### config.mk
export PLATFORM = sky130hd
export DESIGN_NAME = wrist_zyx_forward_kinematics_unit_flat
export DESIGN_NICKNAME = d
export VERILOG_FILES = /design/src/rtl/wzfk_pkg.sv /design/src/rtl/wzfk_if.sv /design/src/rtl/wzfk_ctrl.sv /design/src/rtl/wzfk_datapath.sv /design/src/rtl/wrist_zyx_forward_kinematics_unit.sv /design/src/flat_wrapper.sv
export SDC_FILE = /design/constraint.sdc
export NUM_CORES = 2
export LEC_CHECK = 0
export BUFFER_PORTS_ARGS = -buffer_cell sky130_fd_sc_hd__buf_4
export CELL_PAD_IN_SITES_DETAIL_PLACEMENT = 1
export CELL_PAD_IN_SITES_GLOBAL_PLACEMENT = 1
export CORE_MARGIN = 1
export CORE_UTILIZATION = 40
export CTS_CLUSTER_DIAMETER = 80
export DETAILED_ROUTE_END_ITERATION = 8
export MAX_ROUTING_LAYER = met4
export PLACE_DENSITY_LB_ADDON = 0.1
export SLEW_MARGIN = 10
export SYNTH_ARGS = -nofsm -noshare
export SYNTH_HDL_FRONTEND = slang
export SYNTH_SLANG_ARGS = --single-unit
### constraint.sdc
create_clock -name clock -period 22.8 [get_ports clock]
set_clock_uncertainty 0.05 [all_clocks]
set_input_delay 0 -clock clock [delete_from_list [all_inputs] [get_ports clock]]
set_output_delay 0 -clock clock [all_outputs]
set_load 0.01 [all_outputs]
### src/rtl/wzfk_pkg.sv
// package: shared constants, types and the cordic arctangent table
`timescale 1ns / 1ps
`default_nettype none
package wzfk_pkg;

   localparam int ANGLE_BITS_DEFAULT  = 16;
   localparam int LENGTH_BITS_DEFAULT = 16;
   localparam int CORDIC_STEPS        = 16;
   localparam int STEP_BITS           = 4;
   localparam int CORDIC_BITS         = 33;
   localparam int TRIG_BITS           = 18;
   localparam int PHASE_BITS          = 32;
   localparam logic signed [CORDIC_BITS-1:0] CORDIC_START = 33'sd652032874;

   localparam int CSR_INDEX_BITS = 2;
   localparam logic [CSR_INDEX_BITS-1:0] CSR_BASE_LINK  = 2'd0;
   localparam logic [CSR_INDEX_BITS-1:0] CSR_YAW_LINK   = 2'd1;
   localparam logic [CSR_INDEX_BITS-1:0] CSR_PITCH_LINK = 2'd2;
   localparam int YAW_LINK_RESET = 393;

   typedef enum logic [1:0] {
      STAGE_ROLL  = 2'd0,
      STAGE_PITCH = 2'd1,
      STAGE_YAW   = 2'd2
   } stage_type;

   typedef enum logic [3:0] {
      PH_IDLE, PH_LOAD, PH_ITER, PH_TRIG,
      PH_M0, PH_M1, PH_M2, PH_M3, PH_M4, PH_OUT
   } phase_type;

   typedef struct packed {
      logic                 accept;
      phase_type            phase;
      stage_type            stage;
      logic [STEP_BITS-1:0] step;
   } cmd_type;

   function automatic logic signed [CORDIC_BITS-1:0] atan_phase(
      input logic [STEP_BITS-1:0] idx);
      logic signed [CORDIC_BITS-1:0] r;
      begin
         case (idx)
            4'd0:    r = 33'sd536870912;
            4'd1:    r = 33'sd316933406;
            4'd2:    r = 33'sd167458907;
            4'd3:    r = 33'sd85004756;
            4'd4:    r = 33'sd42667331;
            4'd5:    r = 33'sd21354465;
            4'd6:    r = 33'sd10679838;
            4'd7:    r = 33'sd5340245;
            4'd8:    r = 33'sd2670163;
            4'd9:    r = 33'sd1335087;
            4'd10:   r = 33'sd667544;
            4'd11:   r = 33'sd333772;
            4'd12:   r = 33'sd166886;
            4'd13:   r = 33'sd83443;
            4'd14:   r = 33'sd41722;
            default: r = 33'sd20861;
         endcase
         return r;
      end
   endfunction

endpackage
`default_nettype wire

### src/rtl/wzfk_if.sv
// interfaces: goal request channel and kinematics response channel
`timescale 1ns / 1ps
`default_nettype none
interface wzfk_req_if #(parameter int ANGLE_BITS = 16, parameter int LENGTH_BITS = 16);
   logic                          valid;
   logic                          ready;
   logic signed [ANGLE_BITS-1:0]  yaw_goal;
   logic signed [ANGLE_BITS-1:0]  pitch_goal;
   logic signed [ANGLE_BITS-1:0]  roll_goal;
   logic                          angles_valid;
   logic signed [LENGTH_BITS-1:0] tool_dx;
   logic signed [LENGTH_BITS-1:0] tool_dy;
   logic signed [LENGTH_BITS-1:0] tool_dz;
   modport source (output valid, yaw_goal, pitch_goal, roll_goal, angles_valid,
                   tool_dx, tool_dy, tool_dz, input ready);
   modport sink (input valid, yaw_goal, pitch_goal, roll_goal, angles_valid,
                 tool_dx, tool_dy, tool_dz, output ready);
endinterface

interface wzfk_rsp_if #(parameter int ANGLE_BITS = 16, parameter int LENGTH_BITS = 16);
   logic                            valid;
   logic                            ready;
   logic signed [ANGLE_BITS-1:0]    joint_yaw;
   logic signed [ANGLE_BITS-1:0]    joint_pitch;
   logic signed [ANGLE_BITS-1:0]    joint_roll;
   logic signed [LENGTH_BITS+2:0]   offset_x;
   logic signed [LENGTH_BITS+2:0]   offset_y;
   logic signed [LENGTH_BITS+2:0]   offset_z;
   modport source (output valid, joint_yaw, joint_pitch, joint_roll,
                   offset_x, offset_y, offset_z, input ready);
   modport sink (input valid, joint_yaw, joint_pitch, joint_roll,
                 offset_x, offset_y, offset_z, output ready);
endinterface
`default_nettype wire

### src/rtl/wzfk_ctrl.sv
// controller: sequences cordic, multiply and writeback for the three rotations
`timescale 1ns / 1ps
`default_nettype none
module wzfk_ctrl
   import wzfk_pkg::*;
(
   input  wire logic clock,
   input  wire logic reset,
   input  wire logic req_valid,
   output logic      req_ready,
   input  wire logic rsp_ready,
   output logic      rsp_valid,
   output cmd_type   cmd
);

   typedef enum logic [3:0] {
      S_IDLE, S_LOAD, S_ITER, S_TRIG, S_M0, S_M1, S_M2, S_M3, S_M4, S_DONE
   } state_type;

   state_type            state_ff, state_in;
   stage_type            stage_ff, stage_in;
   logic [STEP_BITS-1:0] step_ff, step_in;
   logic                 rsp_valid_ff, rsp_valid_in;
   logic                 out_free;

   assign out_free  = !rsp_valid_ff || rsp_ready;
   assign req_ready = (state_ff == S_IDLE);
   assign rsp_valid = rsp_valid_ff;

   always_comb begin
      state_in     = state_ff;
      stage_in     = stage_ff;
      step_in      = step_ff;
      rsp_valid_in = rsp_valid_ff && !rsp_ready;
      cmd.accept   = 1'b0;
      cmd.phase    = PH_IDLE;
      cmd.stage    = stage_ff;
      cmd.step     = step_ff;
      case (state_ff)
         S_IDLE: begin
            if (req_valid) begin
               cmd.accept = 1'b1;
               stage_in   = STAGE_ROLL;
               state_in   = S_LOAD;
            end
         end
         S_LOAD: begin
            cmd.phase = PH_LOAD;
            step_in   = '0;
            state_in  = S_ITER;
         end
         S_ITER: begin
            cmd.phase = PH_ITER;
            step_in   = step_ff + 1'b1;
            if (step_ff == STEP_BITS'(CORDIC_STEPS - 1)) state_in = S_TRIG;
         end
         S_TRIG: begin
            cmd.phase = PH_TRIG;
            state_in  = S_M0;
         end
         S_M0: begin cmd.phase = PH_M0; state_in = S_M1; end
         S_M1: begin cmd.phase = PH_M1; state_in = S_M2; end
         S_M2: begin cmd.phase = PH_M2; state_in = S_M3; end
         S_M3: begin cmd.phase = PH_M3; state_in = S_M4; end
         S_M4: begin
            cmd.phase = PH_M4;
            case (stage_ff)
               STAGE_ROLL:  begin stage_in = STAGE_PITCH; state_in = S_LOAD; end
               STAGE_PITCH: begin stage_in = STAGE_YAW;   state_in = S_LOAD; end
               default:     state_in = S_DONE;
            endcase
         end
         S_DONE: begin
            if (out_free) begin
               cmd.phase    = PH_OUT;
               rsp_valid_in = 1'b1;
               state_in     = S_IDLE;
            end
         end
         default: state_in = S_IDLE;
      endcase
   end

   always_ff @(posedge clock) begin
      if (reset) begin
         state_ff     <= S_IDLE;
         stage_ff     <= STAGE_ROLL;
         step_ff      <= '0;
         rsp_valid_ff <= 1'b0;
      end else begin
         state_ff     <= state_in;
         stage_ff     <= stage_in;
         step_ff      <= step_in;
         rsp_valid_ff <= rsp_valid_in;
      end
   end

   a_accept_loads: assert property (@(posedge clock) disable iff (reset)
      (req_valid && req_ready) |=> (state_ff == S_LOAD && stage_ff == STAGE_ROLL))
      else $error("transfer did not start the roll stage");
   a_full_sweep: assert property (@(posedge clock) disable iff (reset)
      (state_ff == S_TRIG) |-> ($past(state_ff) == S_ITER &&
      $past(step_ff) == STEP_BITS'(CORDIC_STEPS - 1)))
      else $error("cordic left before its last step");
   a_no_overwrite: assert property (@(posedge clock) disable iff (reset)
      (cmd.phase == PH_OUT) |-> out_free)
      else $error("result loaded over an untaken one");
   a_yaw_last: assert property (@(posedge clock) disable iff (reset)
      (state_ff == S_DONE) |-> (stage_ff == STAGE_YAW))
      else $error("done before the yaw stage");

endmodule
`default_nettype wire

### src/rtl/wzfk_datapath.sv
// datapath: held angles, link registers, cordic, shared multiplier, output register
`timescale 1ns / 1ps
`default_nettype none
module wzfk_datapath
   import wzfk_pkg::*;
#(
   parameter int ANGLE_BITS  = ANGLE_BITS_DEFAULT,
   parameter int LENGTH_BITS = LENGTH_BITS_DEFAULT
) (
   input  wire logic                          clock,
   input  wire logic                          reset,
   input  wire cmd_type                       cmd,
   input  wire logic signed [ANGLE_BITS-1:0]  yaw_goal,
   input  wire logic signed [ANGLE_BITS-1:0]  pitch_goal,
   input  wire logic signed [ANGLE_BITS-1:0]  roll_goal,
   input  wire logic                          angles_valid,
   input  wire logic signed [LENGTH_BITS-1:0] tool_dx,
   input  wire logic signed [LENGTH_BITS-1:0] tool_dy,
   input  wire logic signed [LENGTH_BITS-1:0] tool_dz,
   input  wire logic                          csr_we,
   input  wire logic [CSR_INDEX_BITS-1:0]     csr_index,
   input  wire logic [3*LENGTH_BITS-1:0]      csr_wdata,
   output logic signed [ANGLE_BITS-1:0]       joint_yaw,
   output logic signed [ANGLE_BITS-1:0]       joint_pitch,
   output logic signed [ANGLE_BITS-1:0]       joint_roll,
   output logic signed [LENGTH_BITS+2:0]      offset_x,
   output logic signed [LENGTH_BITS+2:0]      offset_y,
   output logic signed [LENGTH_BITS+2:0]      offset_z
);

   localparam int L  = LENGTH_BITS;
   localparam int W  = LENGTH_BITS + 4;
   localparam int OW = LENGTH_BITS + 3;
   localparam int PW = TRIG_BITS + W;
   localparam int AW = PW + 1;
   localparam int XW = CORDIC_BITS;
   localparam logic signed [W:0] OUT_HI = (W+1)'((1 << (OW - 1)) - 1);
   localparam logic signed [W:0] OUT_LO = -OUT_HI - (W+1)'(1);

   logic [3*L-1:0] base_link_ff, yaw_link_ff, pitch_link_ff;
   logic signed [ANGLE_BITS-1:0] held_yaw_ff, held_pitch_ff, held_roll_ff;
   logic signed [W-1:0] vx_ff, vy_ff, vz_ff, vx_in, vy_in, vz_in;
   logic signed [XW-1:0] x_ff, y_ff, z_ff;
   logic                 flip_ff;
   logic signed [TRIG_BITS-1:0] c_ff, s_ff;
   logic signed [PW-1:0] prod_ff, prod_in;
   logic signed [AW-1:0] acc_ff;
   logic signed [W-1:0]  ra_ff, rb;
   logic signed [TRIG_BITS-1:0] trig_sel;
   logic signed [W-1:0] coord_a, coord_b, coord_sel;
   logic signed [ANGLE_BITS-1:0] angle_sel;
   logic [PHASE_BITS-1:0] phase;
   logic [3*L-1:0] link_sel;
   logic signed [W-1:0] lx, ly, lz;
   logic signed [XW-1:0] xs, ys, x_rnd, y_rnd;
   logic signed [TRIG_BITS-1:0] c_rnd, s_rnd;
   logic signed [AW-1:0] sum_a, sum_b;
   logic signed [W:0] nx, ny, nz;

   function automatic logic signed [W-1:0] round_q15(input logic signed [AW-1:0] v);
      logic signed [AW-1:0] t;
      begin
         t = v + AW'(1 << 14);
         return t[W+14:15];
      end
   endfunction

   function automatic logic signed [OW-1:0] sat(input logic signed [W:0] v);
      logic signed [W:0] t;
      begin
         t = (v > OUT_HI) ? OUT_HI : ((v < OUT_LO) ? OUT_LO : v);
         return t[OW-1:0];
      end
   endfunction

   always_comb begin
      case (cmd.stage)
         STAGE_ROLL:  begin angle_sel = held_roll_ff;  link_sel = pitch_link_ff;
                            coord_a = vy_ff; coord_b = vz_ff; end
         STAGE_PITCH: begin angle_sel = held_pitch_ff; link_sel = yaw_link_ff;
                            coord_a = vz_ff; coord_b = vx_ff; end
         default:     begin angle_sel = held_yaw_ff;   link_sel = base_link_ff;
                            coord_a = vx_ff; coord_b = vy_ff; end
      endcase
   end

   assign lx = W'($signed(link_sel[L-1:0]));
   assign ly = W'($signed(link_sel[2*L-1:L]));
   assign lz = W'($signed(link_sel[3*L-1:2*L]));

   assign phase = {angle_sel, {(PHASE_BITS-ANGLE_BITS){1'b0}}};
   assign xs    = x_ff >>> cmd.step;
   assign ys    = y_ff >>> cmd.step;
   assign x_rnd = (x_ff + XW'(1 << 14)) >>> 15;
   assign y_rnd = (y_ff + XW'(1 << 14)) >>> 15;
   assign c_rnd = x_rnd[TRIG_BITS-1:0];
   assign s_rnd = y_rnd[TRIG_BITS-1:0];

   // product order: c*a, s*b, s*a, c*b
   always_comb begin
      case (cmd.phase)
         PH_M0:   begin trig_sel = c_ff; coord_sel = coord_a; end
         PH_M1:   begin trig_sel = s_ff; coord_sel = coord_b; end
         PH_M2:   begin trig_sel = s_ff; coord_sel = coord_a; end
         default: begin trig_sel = c_ff; coord_sel = coord_b; end
      endcase
   end
   assign prod_in = PW'(trig_sel) * PW'(coord_sel);

   assign sum_a = acc_ff - AW'(prod_ff);
   assign sum_b = acc_ff + AW'(prod_ff);
   assign rb    = round_q15(sum_b);

   always_comb begin
      vx_in = vx_ff;
      vy_in = vy_ff;
      vz_in = vz_ff;
      case (cmd.stage)
         STAGE_ROLL:  begin vx_in = vx_ff + lx; vy_in = ra_ff + ly; vz_in = rb + lz; end
         STAGE_PITCH: begin vx_in = rb + lx; vy_in = vy_ff + ly; vz_in = ra_ff + lz; end
         default:     begin vx_in = ra_ff + lx; vy_in = rb + ly; vz_in = vz_ff + lz; end
      endcase
   end

   assign nx = -(W+1)'(vx_ff);
   assign ny = -(W+1)'(vy_ff);
   assign nz = -(W+1)'(vz_ff);

   always_ff @(posedge clock) begin
      if (reset) begin
         base_link_ff  <= '0;
         yaw_link_ff   <= (3*L)'(YAW_LINK_RESET);
         pitch_link_ff <= '0;
         held_yaw_ff   <= '0;
         held_pitch_ff <= '0;
         held_roll_ff  <= '0;
      end else begin
         if (csr_we) begin
            case (csr_index)
               CSR_BASE_LINK:  base_link_ff  <= csr_wdata;
               CSR_YAW_LINK:   yaw_link_ff   <= csr_wdata;
               CSR_PITCH_LINK: pitch_link_ff <= csr_wdata;
               default: ;
            endcase
         end
         if (cmd.accept && angles_valid) begin
            held_yaw_ff   <= yaw_goal;
            held_pitch_ff <= pitch_goal;
            held_roll_ff  <= roll_goal;
         end
      end
   end

   always_ff @(posedge clock) begin
      if (cmd.accept) begin
         vx_ff <= W'(tool_dx);
         vy_ff <= W'(tool_dy);
         vz_ff <= W'(tool_dz);
      end
      case (cmd.phase)
         PH_LOAD: begin
            // second and third quadrant: turn by half a circle, negate later
            flip_ff <= phase[PHASE_BITS-1] ^ phase[PHASE_BITS-2];
            z_ff    <= XW'($signed({phase[PHASE_BITS-1] ^ phase[PHASE_BITS-2] ^
                                    phase[PHASE_BITS-1], phase[PHASE_BITS-2:0]}));
            x_ff    <= CORDIC_START;
            y_ff    <= '0;
         end
         PH_ITER: begin
            if (!z_ff[XW-1]) begin
               x_ff <= x_ff - ys;
               y_ff <= y_ff + xs;
               z_ff <= z_ff - atan_phase(cmd.step);
            end else begin
               x_ff <= x_ff + ys;
               y_ff <= y_ff - xs;
               z_ff <= z_ff + atan_phase(cmd.step);
            end
         end
         PH_TRIG: begin
            c_ff <= flip_ff ? -c_rnd : c_rnd;
            s_ff <= flip_ff ? -s_rnd : s_rnd;
         end
         PH_M0: prod_ff <= prod_in;
         PH_M1: begin acc_ff <= AW'(prod_ff); prod_ff <= prod_in; end
         PH_M2: begin ra_ff <= round_q15(sum_a); prod_ff <= prod_in; end
         PH_M3: begin acc_ff <= AW'(prod_ff); prod_ff <= prod_in; end
         PH_M4: begin vx_ff <= vx_in; vy_ff <= vy_in; vz_ff <= vz_in; end
         PH_OUT: begin
            joint_yaw   <= held_yaw_ff;
            joint_pitch <= held_pitch_ff;
            joint_roll  <= held_roll_ff;
            offset_x    <= sat(nx);
            offset_y    <= sat(ny);
            offset_z    <= sat(nz);
         end
         default: ;
      endcase
   end

endmodule
`default_nettype wire

### src/rtl/wrist_zyx_forward_kinematics_unit.sv
// top level: zyx wrist forward kinematics with held joint angles
`timescale 1ns / 1ps
`default_nettype none
//  channel   | dir | payload
//  req_bus   | in  | yaw/pitch/roll goal, angles_valid, tool_dx/dy/dz
//  rsp_bus   | out | joint yaw/pitch/roll, offset_x/y/z
//  csr_*     | in  | write enable, index 0..2, packed x,y,z link vector
//
//  each item runs three rotations in turn, each made of a cordic load,
//  16 iterations, trig rounding and the M0..M4 steps on the one shared multiplier,
//  plus an accept step before and an output step after them
//  synchronous reset clears held angles, base and pitch links and control; yaw link resets to 393
//  a result waits in the output register while the next transfer is taken;
//  the controller waits at the end if that register is still full
module wrist_zyx_forward_kinematics_unit
   import wzfk_pkg::*;
#(
   parameter int ANGLE_BITS  = ANGLE_BITS_DEFAULT,
   parameter int LENGTH_BITS = LENGTH_BITS_DEFAULT
) (
   input  wire logic                      clock,
   input  wire logic                      reset,
   wzfk_req_if.sink                       req_bus,
   wzfk_rsp_if.source                     rsp_bus,
   input  wire logic                      csr_we,
   input  wire logic [CSR_INDEX_BITS-1:0] csr_index,
   input  wire logic [3*LENGTH_BITS-1:0]  csr_wdata
);

   cmd_type cmd;

   // sequencer: one item at a time, three rotations in turn
   wzfk_ctrl u_ctrl (
      .clock     (clock),
      .reset     (reset),
      .req_valid (req_bus.valid),
      .req_ready (req_bus.ready),
      .rsp_ready (rsp_bus.ready),
      .rsp_valid (rsp_bus.valid),
      .cmd       (cmd)
   );

   // arithmetic and stored state
   wzfk_datapath #(
      .ANGLE_BITS  (ANGLE_BITS),
      .LENGTH_BITS (LENGTH_BITS)
   ) u_datapath (
      .clock        (clock),
      .reset        (reset),
      .cmd          (cmd),
      .yaw_goal     (req_bus.yaw_goal),
      .pitch_goal   (req_bus.pitch_goal),
      .roll_goal    (req_bus.roll_goal),
      .angles_valid (req_bus.angles_valid),
      .tool_dx      (req_bus.tool_dx),
      .tool_dy      (req_bus.tool_dy),
      .tool_dz      (req_bus.tool_dz),
      .csr_we       (csr_we),
      .csr_index    (csr_index),
      .csr_wdata    (csr_wdata),
      .joint_yaw    (rsp_bus.joint_yaw),
      .joint_pitch  (rsp_bus.joint_pitch),
      .joint_roll   (rsp_bus.joint_roll),
      .offset_x     (rsp_bus.offset_x),
      .offset_y     (rsp_bus.offset_y),
      .offset_z     (rsp_bus.offset_z)
   );

endmodule
`default_nettype wire
### src/flat_wrapper.sv
// flat-port wrapper written by rule: the top's interface ports become plain ports
module wrist_zyx_forward_kinematics_unit_flat import wzfk_pkg::*;
#(
   parameter int ANGLE_BITS  = ANGLE_BITS_DEFAULT,
   parameter int LENGTH_BITS = LENGTH_BITS_DEFAULT
)
  (clock, reset, csr_we, csr_index, csr_wdata, req_bus_valid, req_bus_yaw_goal, req_bus_pitch_goal, req_bus_roll_goal, req_bus_angles_valid, req_bus_tool_dx, req_bus_tool_dy, req_bus_tool_dz, req_bus_ready, rsp_bus_valid, rsp_bus_joint_yaw, rsp_bus_joint_pitch, rsp_bus_joint_roll, rsp_bus_offset_x, rsp_bus_offset_y, rsp_bus_offset_z, rsp_bus_ready);
  wzfk_req_if #(.ANGLE_BITS(ANGLE_BITS), .LENGTH_BITS(LENGTH_BITS)) req_bus_i ();
  wzfk_rsp_if #(.ANGLE_BITS(ANGLE_BITS), .LENGTH_BITS(LENGTH_BITS)) rsp_bus_i ();
  input  wire logic clock;
  input  wire logic reset;
  input  wire logic csr_we;
  input  wire logic [CSR_INDEX_BITS-1:0] csr_index;
  input  wire logic [3*LENGTH_BITS-1:0] csr_wdata;
  input wire logic [$bits(req_bus_i.valid)-1:0] req_bus_valid;
  input wire logic [$bits(req_bus_i.yaw_goal)-1:0] req_bus_yaw_goal;
  input wire logic [$bits(req_bus_i.pitch_goal)-1:0] req_bus_pitch_goal;
  input wire logic [$bits(req_bus_i.roll_goal)-1:0] req_bus_roll_goal;
  input wire logic [$bits(req_bus_i.angles_valid)-1:0] req_bus_angles_valid;
  input wire logic [$bits(req_bus_i.tool_dx)-1:0] req_bus_tool_dx;
  input wire logic [$bits(req_bus_i.tool_dy)-1:0] req_bus_tool_dy;
  input wire logic [$bits(req_bus_i.tool_dz)-1:0] req_bus_tool_dz;
  output wire logic [$bits(req_bus_i.ready)-1:0] req_bus_ready;
  output wire logic [$bits(rsp_bus_i.valid)-1:0] rsp_bus_valid;
  output wire logic [$bits(rsp_bus_i.joint_yaw)-1:0] rsp_bus_joint_yaw;
  output wire logic [$bits(rsp_bus_i.joint_pitch)-1:0] rsp_bus_joint_pitch;
  output wire logic [$bits(rsp_bus_i.joint_roll)-1:0] rsp_bus_joint_roll;
  output wire logic [$bits(rsp_bus_i.offset_x)-1:0] rsp_bus_offset_x;
  output wire logic [$bits(rsp_bus_i.offset_y)-1:0] rsp_bus_offset_y;
  output wire logic [$bits(rsp_bus_i.offset_z)-1:0] rsp_bus_offset_z;
  input wire logic [$bits(rsp_bus_i.ready)-1:0] rsp_bus_ready;
  assign req_bus_i.valid = req_bus_valid;
  assign req_bus_i.yaw_goal = req_bus_yaw_goal;
  assign req_bus_i.pitch_goal = req_bus_pitch_goal;
  assign req_bus_i.roll_goal = req_bus_roll_goal;
  assign req_bus_i.angles_valid = req_bus_angles_valid;
  assign req_bus_i.tool_dx = req_bus_tool_dx;
  assign req_bus_i.tool_dy = req_bus_tool_dy;
  assign req_bus_i.tool_dz = req_bus_tool_dz;
  assign req_bus_ready = req_bus_i.ready;
  assign rsp_bus_valid = rsp_bus_i.valid;
  assign rsp_bus_joint_yaw = rsp_bus_i.joint_yaw;
  assign rsp_bus_joint_pitch = rsp_bus_i.joint_pitch;
  assign rsp_bus_joint_roll = rsp_bus_i.joint_roll;
  assign rsp_bus_offset_x = rsp_bus_i.offset_x;
  assign rsp_bus_offset_y = rsp_bus_i.offset_y;
  assign rsp_bus_offset_z = rsp_bus_i.offset_z;
  assign rsp_bus_i.ready = rsp_bus_ready;
  wrist_zyx_forward_kinematics_unit #(.ANGLE_BITS(ANGLE_BITS), .LENGTH_BITS(LENGTH_BITS)) u_core (.clock(clock), .reset(reset), .req_bus(req_bus_i), .rsp_bus(rsp_bus_i), .csr_we(csr_we), .csr_index(csr_index), .csr_wdata(csr_wdata));
endmodule
# Word-level counts from Yosys, hierarchy flattened

Memories as Yosys holds them, arrays and structs flattened. A register that Yosys moved wholly into a read port is not among the register bits.
Cells that the tools add are included.

ROM bits: 960
Word-level logic and storage cells: 165
Bits of input ports: 152
Register bits: 594
Memories kept: 2

Memory list:

| name            | words | width | rd ports | clocked after memory_dff | wr ports | RTL line       | source |
|---|---|---|---|---|---|---|---|
| (no name shown) | 16    | 30    | 1        | 1                        | 0        | wzfk_pkg.sv:43 | `case (idx)` |
| (no name shown) | 16    | 30    | 1        | 1                        | 0        | wzfk_pkg.sv:43 |  |

$lt $le $gt $ge: 6
Bitwise logic cells: 2
Multiplexer cells: 49
$mul: 1
Shift-type cells: 2
Equality and inequality tests: 26
Add/sub/neg operators: 27
Reduce and logical (&&, ||, !) cells: 22

Operator list:

| kind                                                                              | count |
|---|---|
| 33-bit 2-to-1 mux                                                                 | 7 |
| 20-bit case mux with 2 select lines                                               | 5 |
| 33-bit case mux with 2 select lines                                               | 3 |
| 20-bit by 16-bit adder with 20-bit output                                         | 9 |
| 20-bit 2-to-1 mux                                                                 | 7 |
| 33-bit adder                                                                      | 3 |
| 33-bit subtractor                                                                 | 3 |
| 48-bit case mux with 2 select lines                                               | 1 |
| 35-bit by 16-bit adder with 35-bit output, second input constant                  | 2 |
| 33-bit by 16-bit adder with 33-bit output, second input constant                  | 2 |
| 33-bit by 4-bit >>> shifter with 33-bit output                                    | 2 |
| 21-bit by 19-bit greater-than comparator with 1-bit output, second input constant | 3 |
| 21-bit by 19-bit < comparator with 1-bit output, second input constant            | 3 |
| 20-bit negation with 21-bit output                                                | 3 |
| 19-bit 2-to-1 mux                                                                 | 3 |
| 18-bit 2-to-1 mux                                                                 | 3 |
| 4-bit case mux with 10 select lines                                               | 1 |
| 4-bit 2-to-1 mux                                                                  | 9 |
| 18-bit negation                                                                   | 2 |
| 4-bit case mux with 9 select lines                                                | 1 |
| 35-bit adder                                                                      | 1 |
| 18-bit by 20-bit multiplier with 35-bit output                                    | 1 |
| 35-bit subtractor                                                                 | 1 |
| 4-bit by 3-bit == test with 1-bit output, second input constant                   | 8 |
| 24 further kinds                                                                  | 52 |

# Depth between registers and ports, before layout

Depth in word-level cells: 9
Gate-level depth with buffers: 35
Depth with buffers taken out: 32

# Modules after synthesis

From an unflattened synthesis, not the netlist that was laid out.

Cells, all modules: 6033
Area total of the unflattened synthesis: 54139.4 µm²

Modules (own cells, without submodules):

| module        | instances | area an instance (µm²) | cells each |
|---|---|---|---|
| wzfk_datapath | 1         | 53528.8                | 5965 |
| wzfk_ctrl     | 1         | 610.6                  | 68 |

# Least setup slack after synthesis

OpenSTA, ideal clock, no wires.

Kind: register to register
Start point: reg u_core.u_ctrl.state_ff[1]
End point: reg u_core.u_datapath.joint_pitch[0] (enable)
Stages on the path, launching flop included: 5
Required time: 22.031 ns
Setup slack: 13.617 ns
Library setup time: 0.719 ns
Arrival time: 8.414 ns
Cells stage by stage: dfxtp_1 -> clkbuf_1 -> nor2_1 -> nand2_1 -> nor3b_1

Cells in the longest elaborated chain, start to end: 3
Elaborated cells on any way between the ends: 11
Classes of those cells: 10 x eq/ne; 1 x mux

RTL lines:

| element                                     | RTL line             | source |
|---|---|---|
| from (decl)                                 | wzfk_ctrl.sv:20      | `state_type state_ff, state_in;` |
| from (signal assigned)                      | wzfk_ctrl.sv:91      | `state_ff <= state_in;` |
| 4-bit == test, or another cell as far along | wzfk_ctrl.sv:39      | `case (state_ff)` |
| 4-bit case mux with 9 select lines (*)      | wzfk_ctrl.sv:39      |  |
| 4-bit == test (*)                           | wzfk_datapath.sv:160 | `case (cmd.phase)` |
| to (signal assigned)                        | wzfk_datapath.sv:191 | `joint_pitch <= held_pitch_ff;` |
| to (decl)                                   | wzfk_datapath.sv:24  | `output logic signed [ANGLE_BITS-1:0] joint_pitch,` |

Every way passes the cells marked *; elsewhere a longest branch is shown, timed or not.
A chain may end at the register's enable or synchronous reset.

# Worst setup path in the final report

Start point: reg u_core.u_ctrl.state_ff[2]
End point: reg u_core.u_datapath.prod_ff[32], data pin

Cells in the longest elaborated chain, start to end: 6
Elaborated cells on any way between the ends: 18
Classes of those cells: 1 x mul; 12 x eq/ne; 3 x mux; 2 x reduce/logical

RTL lines:

| element                                                | RTL line             | source |
|---|---|---|
| 4-bit == test, or another cell as far along            | wzfk_ctrl.sv:39      |  |
| 4-bit case mux with 9 select lines (*)                 | wzfk_ctrl.sv:39      |  |
| 4-bit by 3-bit == test with 1-bit output               | wzfk_datapath.sv:101 | `case (cmd.phase)` |
| 2-bit OR reduction (no line)                           | --                   |  |
| 18-bit 2-to-1 mux or 20-bit 2-to-1 mux (tied branches) | wzfk_datapath.sv:101 |  |
| 18-bit by 20-bit multiplier with 35-bit output (*)     | wzfk_datapath.sv:108 | `assign prod_in = PW'(trig_sel) * PW'(coord_sel);` |
| named net u_core.u_datapath.prod_in[32]                | wzfk_datapath.sv:46  | `logic signed [PW-1:0] prod_ff, prod_in;` |
| to (signal assigned)                                   | wzfk_datapath.sv:184 | `PH_M0: prod_ff <= prod_in;` |
| to (signal assigned)                                   | wzfk_datapath.sv:185 | `PH_M1: begin acc_ff <= AW'(prod_ff); prod_ff <= prod_in; end` |
| to (signal assigned)                                   | wzfk_datapath.sv:186 | `PH_M2: begin ra_ff <= round_q15(sum_a); prod_ff <= prod_in; end` |
| to (decl)                                              | wzfk_datapath.sv:46  |  |

Mark *: on every way through the listed nets, which the timed path passes. The rest lies on a longest branch.

==> flow_summary.json <==
{
  "status": "completed",
  "insertion_delay_ns": 0.70,
  "avgRoutedWirePerCell_um": 22.18,
  "num_vias": 47069,
  "syn_area_per_cell_um2": 8.902,
  "cts_root_buffer": "clkbuf_16",
  "clock_sinks": 624,
  "dieArea_um2": 141600,
  "grt_max_degree": 110,
  "gr-usage-met2_pct": 45.98,
  "clk_pin_slew_ns": 0.06,
  "syn_nets": 7188,
  "max_stage_delay_ns": 0.89,
  "hold_ws_ns": 0.08525,
  "drc": 0,
  "synth-main-ff-cell": "edfxtp_1",
  "drive_above_1_share_pct": 9.678,
  "ys_types": 87,
  "wl_um": 189500,
  "critPathArrivalTime_ns": 10.62,
  "hold_viol": 0,
  "dr.pass1.iters": 5,
  "start_util_pct": 40.56,
  "nets": 7505,
  "antenna_found_initial": 4,
  "grt_pass1_wl_um": 292400,
  "multi_input_area_um2": 36310,
  "setup_viol": 0,
  "cts_tree": "yes",
  "slew_violations": 0,
  "fp.dieH_um": 376.3,
  "grt-busiest-layer": "met2",
  "post-cts-setup-buffers": 0,
  "grt.overflow.total": 0,
  "row_count": 136,
  "fin_crit_ns": 10.25,
  "critPathCaptureType": "flop",
  "crit_required_ns": 23.17,
  "synth_seq_area_share_pct": 29.28,
  "ys_warn_count": 0,
  "critPathMostFrequentCell": "fa_1",
  "critPathMaxFanout": 72,
  "synth_area_um2": 56040,
  "fin_util_pct": 46.72,
  "max_freq_mhz": 97.54,
  "grt_use_met1_pct": 35.13,
  "grtUsageMet3_pct": 2.578,
  "first_iter_violations": 2844,
  "gp_congestion": 0.9123,
  "drt.antenna.violating_nets": 0,
  "place_hpwl_um": 142700,
  "dp_slack_ns": 12.64,
  "cts_buffer_depth": 3,
  "grt_pass1_vias": 48963,
  "fin_ws_ns": 12.55,
  "rsz0062_at_grt": "false",
  "setup_tns_ns": 0,
  "fill_cells": 15971,
  "critPathKind": "reg -> reg",
  "h-tree-depth": 3,
  "tightestPinTransition_ns": 1.268,
  "relSlewSlack_pct": 14.88,
  "seq_area_um2": 16420,
  "syn_to_final_growth_pct": 15.20,
  "synth_cells": 6295,
  "io_pins": 259,
  "period_share_pct": 44.96,
  "core-area_um2": 138200,
  "crit_path_start_kind": "flop",
  "die_w_um": 376.3,
  "viasPerCell": 5.510,
  "cpMaxStageDelayCell": "a211oi_1",
  "ys_ff_latch": 624,
  "synth-edff-count": 391,
  "cap_violations": 0,
  "track_usage_pct": 27.38,
  "hp-class": "in -> reg",
  "io_buffers": 258,
  "numCtsBuffers": 81,
  "synth_async_sr_flop_share_pct": 0
}
[critical path: cells and delay by family, from the launching register on]
family | cells | cell delay [ns]
AOI/OAI and AO/OA | 10 | 3.50
adders and majority gates | 7 | 3.44
buffers and inverters | 6 | 1.37
and+or+nand+nor | 5 | 0.78
DFF | 1 | 0.45
muxes | 1 | 0.17
xor gates and xnor gates | 1 | 0.16
[cell usage in the layout, fill, tap and decap left out, drive strengths merged, types with 30 or more instances in the layout]
cell / instances
mux2i: 190
nor2b: 64
and3: 42
clkbuf: 114
nor2: 527
edfxtp: 391
a21o: 156
mux4: 76
nand3: 76
a31oi: 50
dlygate4sd3: 215
o21a: 54
nor4: 30
mux2: 47
buf: 333
a21oi: 521
xnor2: 241
o21ai: 320
dfxtp: 233
inv: 581
fa: 344
a211oi: 57
nor3: 97
ha: 397
xor2: 165
nand2b: 53
nand2: 933
[flip-flops by register name, indices dropped and copies added (netlist names), 33 cells and up, named ones only]
| signal | flops |
|---|---|
| u_core.u_datapath.acc_ff | 35 |
| u_core.u_datapath.prod_ff | 35 |
| u_core.u_datapath.base_link_ff | 48 |
| u_core.u_datapath.pitch_link_ff | 48 |
| u_core.u_datapath.yaw_link_ff | 48 |
| u_core.u_datapath.z_ff | 33 |
| u_core.u_datapath.y_ff | 33 |
| u_core.u_datapath.x_ff | 33 |
[area by class of cell]
cell class / instances / share of cell area [%]
multi-input combinational: 4778 / 56.24
sequential: 624 / 25.44
timing repair buffer: 548 / 7.231
tap: 1863 / 3.611
clock buffer: 114 / 3.504
inverter: 579 / 3.370
clock inverter: 32 / 0.5834
antenna: 4 / 0.01551
[path summary, 6_finish.rpt]
check,start,to,slack (ns),depth (start not counted)
worst max register to register,u_core.u_ctrl.state_ff[2]$_SDFFE_PP0P_,u_core.u_datapath.prod_ff[32]$_DFFE_PP_,12.55,30
worst max-delay path,u_core.u_ctrl.state_ff[2]$_SDFFE_PP0P_,u_core.u_datapath.prod_ff[32]$_DFFE_PP_,12.55,30
worst min-delay path,csr_wdata[18],u_core.u_datapath.pitch_link_ff[18]$_SDFFE_PP0P_,0.09,4
worst min register to register,u_core.u_datapath.base_link_ff[7]$_SDFFE_PP0P_,u_core.u_datapath.base_link_ff[7]$_SDFFE_PP0P_,0.40,2
[cells in the mapped netlist (53+ instances only)]
master / count / area (um2)
a211oi_1: 57 / 427.9
a21o_1: 156 / 1171
a21oi_1: 521 / 2608
clkbuf_1: 245 / 919.6
dfxtp_1: 233 / 4664
edfxtp_1: 391 / 11740
fa_1: 344 / 6887
ha_1: 397 / 4967
inv_1: 576 / 2162
mux2i_1: 190 / 1902
mux4_2: 76 / 1712
nand2_1: 933 / 3502
nand2b_1: 53 / 331.6
nand3_1: 76 / 380.4
nor2_1: 527 / 1978
nor2b_1: 64 / 400.4
nor3_1: 96 / 480.5
o21a_1: 54 / 405.4
o21ai_0: 313 / 1567
xnor2_1: 241 / 2111
xor2_1: 165 / 1445
[layer usage]
layer | share of wire (%) | up-vias
met5 | 0 | -
met4 | 2.8 | 0
met3 | 3.8 | 249
met2 | 49 | 934
met1 | 44 | 23758
li1 | - | 22128
[metrics by stage]
stage | instance area [um2] | instances
after floorplan | 56040 | 6295
after global placement | 59750 | 8177
after detailed placement | 59750 | 8177
after CTS | 64540 | 8538
after global routing | 64550 | 8541
final | 64560 | 8542
[cell families after synthesis]
group	after synthesis	synth area share, %
adder cells (fa/ha/maj)	741	21.15
flip-flops	624	29.28
multiplexers	313	7.399
AO/OA/AOI/OAI	1348	14.39
XOR/XNOR	406	6.345
AND/OR/NAND/NOR	1970	15.35
buffers and inverters	893	6.082
[what timing repair did]
item                                    in CTS  in global routing
endpoints found under the hold margin      265                  0
endpoints found under the setup margin       0                  0
gates resized for setup                      0                  0
hold buffers                               215                  0
Power is not shown: default switching activity piles up to over one toggle a cycle in this logic, so the estimate is an artifact.
